[src/hdl/dqr_pkg.sv]
// Shared types and constants for the deque with remove-by-ID.
`default_nettype none

package dqr_pkg;

  localparam int DEPTH = 16;
  localparam int ID_W  = 32;
  localparam int CNT_W = $clog2(DEPTH + 1);

  typedef enum logic [2:0] {
    MODE_PUSH_FRONT = 3'd0,
    MODE_PUSH_BACK  = 3'd1,
    MODE_POP_FRONT  = 3'd2,
    MODE_POP_BACK   = 3'd3,
    MODE_REMOVE     = 3'd4,
    MODE_FIND       = 3'd5
  } mode_t;

  typedef enum logic [1:0] {
    ST_OK   = 2'd0,
    ST_MISS = 2'd1,
    ST_FULL = 2'd2
  } status_t;

  typedef struct packed {
    mode_t            mode;
    logic [ID_W-1:0]  entity_id;
  } dqr_in_t;

  typedef struct packed {
    status_t          status;
    logic [ID_W-1:0]  result_id;
    logic [CNT_W-1:0] count_after;
  } dqr_out_t;

  // Per-cycle command broadcast to every cell; each bit is already qualified
  // by an input transfer; the push and pop bits also by the full/empty checks.
  typedef struct packed {
    logic push_front;
    logic push_back;
    logic pop_front;
    logic remove;
  } dqr_cmd_t;

endpackage

`default_nettype wire

[src/hdl/dqr_cell.sv]
// One storage cell of the deque chain: holds one entry ID and shifts with its neighbors.
`default_nettype none

module dqr_cell
  import dqr_pkg::*;
(
  input  wire logic            clk,
  input  wire dqr_cmd_t        cmd,
  input  wire logic [ID_W-1:0] key,
  input  wire logic            occ,
  input  wire logic            left_occ,
  input  wire logic [ID_W-1:0] left_id,
  input  wire logic            left_hit,
  input  wire logic [ID_W-1:0] right_id,
  output logic      [ID_W-1:0] id_o,
  output logic                 hit_o
);

  logic [ID_W-1:0] id_r;
  logic [ID_W-1:0] id_nxt;

  // hit_o is true when this cell or any cell nearer the front matches the key.
  assign hit_o = left_hit | (occ & (id_r == key));
  assign id_o  = id_r;

  always_comb begin
    id_nxt = id_r;
    if (cmd.push_front) begin
      id_nxt = left_id;
    end else if (cmd.push_back) begin
      // The first free cell takes the new ID.
      if (!occ && left_occ) begin
        id_nxt = key;
      end
    end else if (cmd.pop_front || (cmd.remove && hit_o)) begin
      id_nxt = right_id;
    end
  end

  always_ff @(posedge clk) begin
    id_r <= id_nxt;
  end

endmodule

`default_nettype wire

[src/hdl/deque_with_remove_by_id_unit.sv]
// Output: the result of each input transfer appears in the output register in the cycle after the transfer.
// Throughput: one item per cycle while out_ready is high; the key compare and shift
// run across the whole cell chain at once.
// Reset: rst_n (synchronous) empties the store and clears the output valid; the stored
// IDs themselves are not cleared and are never read before they are written.
`default_nettype none

module deque_with_remove_by_id_unit
  import dqr_pkg::*;
(
  input  wire logic    clk,
  input  wire logic    rst_n,
  input  wire logic    in_valid,
  output logic         in_ready,
  input  wire dqr_in_t in_data,
  output logic         out_valid,
  input  wire logic    out_ready,
  output dqr_out_t     out_data
);

  logic [CNT_W-1:0] count_r;
  logic [CNT_W-1:0] count_nxt;
  logic             out_valid_r;
  logic             out_valid_nxt;
  dqr_out_t         out_data_r;
  dqr_out_t         out_data_nxt;

  logic             fire;
  logic             full;
  logic             empty;
  dqr_cmd_t         cmd;

  logic [DEPTH-1:0] occ;
  logic [DEPTH-1:0] hit;
  logic [ID_W-1:0]  cell_id [DEPTH];
  logic [ID_W-1:0]  back_id;
  logic             any_hit;

  // No transfer is taken while reset is held.
  assign in_ready  = rst_n && (!out_valid_r || out_ready);
  assign fire      = in_valid && in_ready;
  assign full      = (count_r == CNT_W'(DEPTH));
  assign empty     = (count_r == '0);
  assign any_hit   = hit[DEPTH-1];
  assign out_valid = out_valid_r;
  assign out_data  = out_data_r;

  always_comb begin
    cmd            = '0;
    cmd.push_front = fire && !full && (in_data.mode == MODE_PUSH_FRONT);
    cmd.push_back  = fire && !full && (in_data.mode == MODE_PUSH_BACK);
    cmd.pop_front  = fire && !empty && (in_data.mode == MODE_POP_FRONT);
    cmd.remove     = fire && (in_data.mode == MODE_REMOVE);
  end

  // The back entry is the occupied cell whose right neighbor is free, or the last cell when it is occupied.
  always_comb begin
    back_id = '0;
    for (int i = 0; i < DEPTH; i++) begin
      if (occ[i] && ((i == DEPTH - 1) || !occ[(i + 1) % DEPTH])) begin
        back_id = back_id | cell_id[i];
      end
    end
  end

  genvar g;
  generate
    for (g = 0; g < DEPTH; g++) begin : g_cell
      assign occ[g] = (CNT_W'(g) < count_r);

      if (g == 0) begin : g_front
        dqr_cell u_cell (
          .clk      (clk),
          .cmd      (cmd),
          .key      (in_data.entity_id),
          .occ      (occ[0]),
          .left_occ (1'b1),
          .left_id  (in_data.entity_id),
          .left_hit (1'b0),
          .right_id (cell_id[(g + 1) % DEPTH]),
          .id_o     (cell_id[0]),
          .hit_o    (hit[0])
        );
      end else if (g == DEPTH - 1) begin : g_back
        dqr_cell u_cell (
          .clk      (clk),
          .cmd      (cmd),
          .key      (in_data.entity_id),
          .occ      (occ[g]),
          .left_occ (occ[g-1]),
          .left_id  (cell_id[g-1]),
          .left_hit (hit[g-1]),
          .right_id ({ID_W{1'b0}}),
          .id_o     (cell_id[g]),
          .hit_o    (hit[g])
        );
      end else begin : g_mid
        dqr_cell u_cell (
          .clk      (clk),
          .cmd      (cmd),
          .key      (in_data.entity_id),
          .occ      (occ[g]),
          .left_occ (occ[g-1]),
          .left_id  (cell_id[g-1]),
          .left_hit (hit[g-1]),
          .right_id (cell_id[g+1]),
          .id_o     (cell_id[g]),
          .hit_o    (hit[g])
        );
      end
    end
  endgenerate

  always_comb begin
    count_nxt                = count_r;
    out_valid_nxt            = out_valid_r;
    out_data_nxt             = out_data_r;
    out_data_nxt.status      = ST_MISS;
    out_data_nxt.result_id   = '0;
    if (out_ready) begin
      out_valid_nxt = 1'b0;
    end
    if (fire) begin
      out_valid_nxt = 1'b1;
      unique case (in_data.mode)
        MODE_PUSH_FRONT, MODE_PUSH_BACK: begin
          if (full) begin
            out_data_nxt.status = ST_FULL;
          end else begin
            out_data_nxt.status = ST_OK;
            count_nxt           = count_r + 1'b1;
          end
        end
        MODE_POP_FRONT: begin
          if (!empty) begin
            out_data_nxt.status    = ST_OK;
            out_data_nxt.result_id = cell_id[0];
            count_nxt              = count_r - 1'b1;
          end
        end
        MODE_POP_BACK: begin
          if (!empty) begin
            out_data_nxt.status    = ST_OK;
            out_data_nxt.result_id = back_id;
            count_nxt              = count_r - 1'b1;
          end
        end
        MODE_REMOVE: begin
          if (any_hit) begin
            out_data_nxt.status    = ST_OK;
            out_data_nxt.result_id = in_data.entity_id;
            count_nxt              = count_r - 1'b1;
          end
        end
        MODE_FIND: begin
          if (any_hit) begin
            out_data_nxt.status    = ST_OK;
            out_data_nxt.result_id = in_data.entity_id;
          end
        end
        default: begin
          out_data_nxt.status = ST_MISS;
        end
      endcase
      out_data_nxt.count_after = count_nxt;
    end else begin
      out_data_nxt = out_data_r;
    end
  end

  always_ff @(posedge clk) begin
    if (!rst_n) begin
      count_r     <= '0;
      out_valid_r <= 1'b0;
    end else begin
      count_r     <= count_nxt;
      out_valid_r <= out_valid_nxt;
    end
    out_data_r <= out_data_nxt;
  end

  assert property (@(posedge clk) disable iff (!rst_n)
    count_r <= CNT_W'(DEPTH))
    else $error("entry count exceeds depth");

  assert property (@(posedge clk) disable iff (!rst_n)
    fire |=> out_valid_r)
    else $error("accepted item produced no result");

  assert property (@(posedge clk) disable iff (!rst_n)
    out_valid_r && (out_data_r.status != ST_OK) |-> (out_data_r.result_id == '0))
    else $error("nonzero result ID with failing status");

  assert property (@(posedge clk) disable iff (!rst_n)
    out_valid_r |-> (out_data_r.count_after == count_r))
    else $error("reported count differs from held count");

  assert property (@(posedge clk) disable iff (!rst_n)
    (cmd.push_front || cmd.push_back) |=> (count_r == $past(count_r) + 1'b1))
    else $error("push did not grow the store by one");

endmodule

`default_nettype wire
[config.mk]
export PLATFORM = sky130hd
export DESIGN_NAME = deque_with_remove_by_id_unit
export DESIGN_NICKNAME = d
export VERILOG_FILES = /design/src/hdl/dqr_pkg.sv /design/src/hdl/dqr_cell.sv /design/src/hdl/deque_with_remove_by_id_unit.sv
export SDC_FILE = /design/constraint.sdc
export NUM_CORES = 2
export LEC_CHECK = 0
export ABC_AREA = 1
export BUFFER_PORTS_ARGS = -buffer_cell sky130_fd_sc_hd__buf_2
export CORE_MARGIN = 2
export CORE_UTILIZATION = 40
export CTS_BUF_LIST = sky130_fd_sc_hd__clkbuf_4 sky130_fd_sc_hd__clkbuf_8
export CTS_CLUSTER_DIAMETER = 200
export DETAILED_ROUTE_END_ITERATION = 8
export GPL_TIMING_DRIVEN = 0
export SYNTH_ARGS = -nofsm -noshare
export SYNTH_HDL_FRONTEND = slang
export SYNTH_SLANG_ARGS = --single-unit
[constraint.sdc]
create_clock -name clk -period 6.4 [get_ports clk]
set_clock_uncertainty 0.2 [all_clocks]
set_input_delay 0.96 -clock clk [delete_from_list [all_inputs] [get_ports clk]]
set_output_delay 0.96 -clock clk [all_outputs]
set_load 0.1 [all_outputs]
==> results.txt <==
----------------------------------------------------
[Final layout]
  Final Instance Area ... 41780 um^2
  Non-filler cells, final ... between 5000 and 6000
  Synthesis-to-finish area growth ... 12.75%
  Ratio of cells with drive above 1 in the final layout ... between 8 and 9%
  Nets@finish ... 4503

[Detailed routing]
  Iteration-0 DRC count of the detailed router ... roughly 7900
  Vias ... approximately 40000
  Detail Route Antenna Nets ... 0
  Routed len/inst ... ~45 um
  Detailed-routing iteration count for the pre-antenna-repair pass ... 8
  DRC violations left ... 0
  Total Wirelength ... 258.2 mm
  Vias/cell ... 6.927

[Yosys]
  Synthesized instance count ... ~4300
  Leading area contributor after synthesis ... sky130_fd_sc_hd__edfxtp_1
  Count leader, synth ... sky130_fd_sc_hd__nand2_1
  Most frequent cells after synthesis ... 753 x sky130_fd_sc_hd__nand2_1, 636 x sky130_fd_sc_hd__inv_1, 551 x sky130_fd_sc_hd__edfxtp_1
  Net count after synthesis ... 4308
  Number of unique standard cell types used by synthesis ... 57
  Predominant post-synthesis flop cell ... sky130_fd_sc_hd__edfxtp_1
  EDFF count, synth ... between 500 and 600
  Proportion of netlist area held by the largest area contributor ... ~45%
  Share of the yosys chip area belonging to registers ... about 45%
  Mean instance size in the synthesized netlist ... a little under 9 um^2
  Cell types occupying the most area after synthesis ... sky130_fd_sc_hd__edfxtp_1 45%, sky130_fd_sc_hd__o221ai_1 11%, sky130_fd_sc_hd__nand2_1 7.6%
  Synthesized area ... 37060 um^2
  Async S/R FF share, synth ... 0%
  Flip-flop and latch count after synthesis ... roughly 560
  Number of warning messages in the yosys log ... 0

[Critical path]
  CP startpoint ... count_r[0]$_SDFFE_PN0P_
  Req. time, crit path ... 6.71 ns
  Worst setup path class ... reg -> reg
  Number of cells traversed by the worst register-to-register path ... 11
  Critical Path End Type ... register
  Reg-to-reg critical path startpoint ... count_r[0]$_SDFFE_PN0P_
  Worst endpoint data arrival time ... 7.04 ns
  Kind of start point of the critical path ... register
  Max FO, Critical Path ... 10

[CTS]
  Total clock sinks ... approximately 560
  Number of buffers added by the clock tree synthesis step ... roughly 110
  Hold_buf cts ... 0
  CTS tree ... done
  Resized Gates After CTS ... 0
  H-tree level count ... 3
  Clock Tree Buf Depth ... 3
  Clock Tree Root ... sky130_fd_sc_hd__clkbuf_8
  Clock network latency to the later pin of the worst-skew pair ... slightly below 0.9 ns
  CTS clock-pin slew for the worst setup and hold paths ... about 0.070 ns
  Post-CTS setup buffers ... 0

[Place]
  Worst setup timing slack at the placement stage ... 0.2407 ns
  Half-perimeter wire length after detailed placement ... between 200 and 250 mm
  Post-DP Area ... a little under 40000 um^2
  Cell count after placement ... around 5600
  Quantity of I/O buffers inserted on ports ... 63
  Placer Congestion ... about 1.2

[Die]
  Die span in x ... 308.4 um
  Die height ... 308.4 um
  Effective utilization at floorplan ... 40.36%
  DIE AREA ... between 90000 and 100000 um^2
  Total core area ... 91800 um^2
  Placement row count ... 111
  Number of primary I/O pins ... 80

[Global route]
  Global Route met1 Usage ... approximately 62%
  Grt total ovfl ... 0
  GRT Total Usage ... ~53%
  Met2 track utilization from global routing ... 71.98%
  Busiest grt layer ... met2
  Met3 track demand over resource ... ~26%
  Vias in the first global route ... between 30000 and 40000
  Largest net degree at the start of global routing ... 40
  First-pass GRT wire length ... roughly 330 mm
  Number of antenna violations at the first check in global routing ... 10

[STA]
  Actual slew at the worst max-slew pin ... between 1.5 and 2 ns
  Hold Slack ... between 0.1 and 0.15 ns
  Minimum period implied by the final worst setup slack ... between 6 and 7 ns
  Hold violation total from the final report ... 0
  Part of the cycle the worst path needs ... 105.2%
  Unrepaired setup endpoints after global routing ... false
  Setup-failing EPs final ... 171
  Final setup margin ... -0.3347 ns
  Fmax achieved ... roughly 150 MHz
  Slew Limit Headroom ... -10.44%
  Slew Limit Fails ... 120

[Min path]
  Class of the tightest hold or removal check ... in -> reg
  Cells on Worst Hold Path ... 3
  Startpoint of the lowest-slack hold path ... in_valid

[Power and ir drop]
  Max VDD drop ... 0.2128 mV
  Power density normalized to cell area ... about 240 nW/um^2
  Total power after layout ... 10.15 mW
  Reported leakage power ... approximately 16 nW

[Outcome]
  Status ... finished with violations
  Failing checks ... capacitance limit, slew limit, setup timing

[Flow run]
  Count of maximum capacitance violations ... 11

----------------------------------------------------
==> registers in the layout, indices dropped and copies added, names as in the netlist <==
| name | flops |
|---|---|
| out_data | 39 |
| g_cell.g_front.u_cell.id_o | 32 |
| g_cell.g_mid.u_cell.id_o | 448 |
| out_valid | 1 |
| count_r | 5 |
| g_cell.g_back.u_cell.id_o | 32 |
==> layout by cell type, fill, tap and decap left out, types with 149 or more instances in the layout <==
cell type and n:
sky130_fd_sc_hd__nand2_1 753, sky130_fd_sc_hd__clkbuf_1 187, sky130_fd_sc_hd__o22ai_1 149, sky130_fd_sc_hd__nand4_1 153
sky130_fd_sc_hd__nor2_1 273, sky130_fd_sc_hd__edfxtp_1 551, sky130_fd_sc_hd__o221ai_1 457, sky130_fd_sc_hd__nand3_1 149
sky130_fd_sc_hd__xnor2_1 260, sky130_fd_sc_hd__inv_1 636
==> report_power, final <==
part	total, mW	leakage [nW]	switching, mW	internal, mW
registers	4.24	5.10	0.0935	4.14
logic	2.13	9.71	1.65	0.476
clock network	3.78	1.12	1.87	1.91
total	10.1	15.9	3.62	6.53
==> through the flow <==
stage / util (%) / TNS [ns]
finish: 45.51 / -20.76
global route: 45.49 / 0
CTS: 45.46 / 0
detailed placement: 43.16 / 0
global placement: 42.40 / -691.78
floorplan: - / 0
==> cells by family (layout without fill, tap and decap cells) <==
logic type	count (synthesis)	after routing	share of synthesized area [%]
compound gates	937	937	18.94
xor+xnor	329	329	7.776
fa+ha+maj	8	8	0.2701
buf+inv	940	1222	10.05
flops	557	557	44.98
other cells	0	10	0
simple gates	1490	1490	17.99
==> worst max-delay path, stage by stage, from the launching register on <==
cell,delay (ns)
sky130_fd_sc_hd__dfxtp_1,0.37
sky130_fd_sc_hd__buf_2,0.26
sky130_fd_sc_hd__inv_2,0.16
sky130_fd_sc_hd__ha_1,0.26
sky130_fd_sc_hd__a31oi_1,0.36
sky130_fd_sc_hd__nand2_1,1.01
sky130_fd_sc_hd__inv_2,0.58
sky130_fd_sc_hd__nor2_1,0.34
sky130_fd_sc_hd__inv_2,0.32
sky130_fd_sc_hd__clkbuf_1,0.94
sky130_fd_sc_hd__buf_1,1.23
sky130_fd_sc_hd__o221ai_1,0.30
==> worst paths after layout <==
kind	slack, ns	to
worst max-delay path	-0.33	g_cell[14].g_mid.u_cell.id_o[29]$_DFFE_PP_
worst min-delay path	0.12	out_valid$_SDFFE_PN0P_
worst max register to register	-0.33	g_cell[14].g_mid.u_cell.id_o[29]$_DFFE_PP_
worst min register to register	0.32	out_valid$_SDFFE_PN0P_
==> cell type report <==
class / count / area (um^2)
Antenna cell: 10 / 25.02
Buffer: 280 / 1245
Clock buffer: 145 / 1802
Clock inverter: 51 / 309.0
Fill cell: 9269 / 50020
Inverter: 660 / 2484
Multi-Input combinational cell: 2764 / 16850
Sequential cell: 557 / 16670
Tap cell: 1243 / 1555
Timing Repair Buffer: 86 / 844.6
==> routing by layer <==
layer  wire length, um  share of wire (%)
met1             90880                 35
met2            100800                 39
met3             39570                 15
met4             26420                 10
met5               567               0.22
No activity file was read; power rests on OpenSTA's default activity.
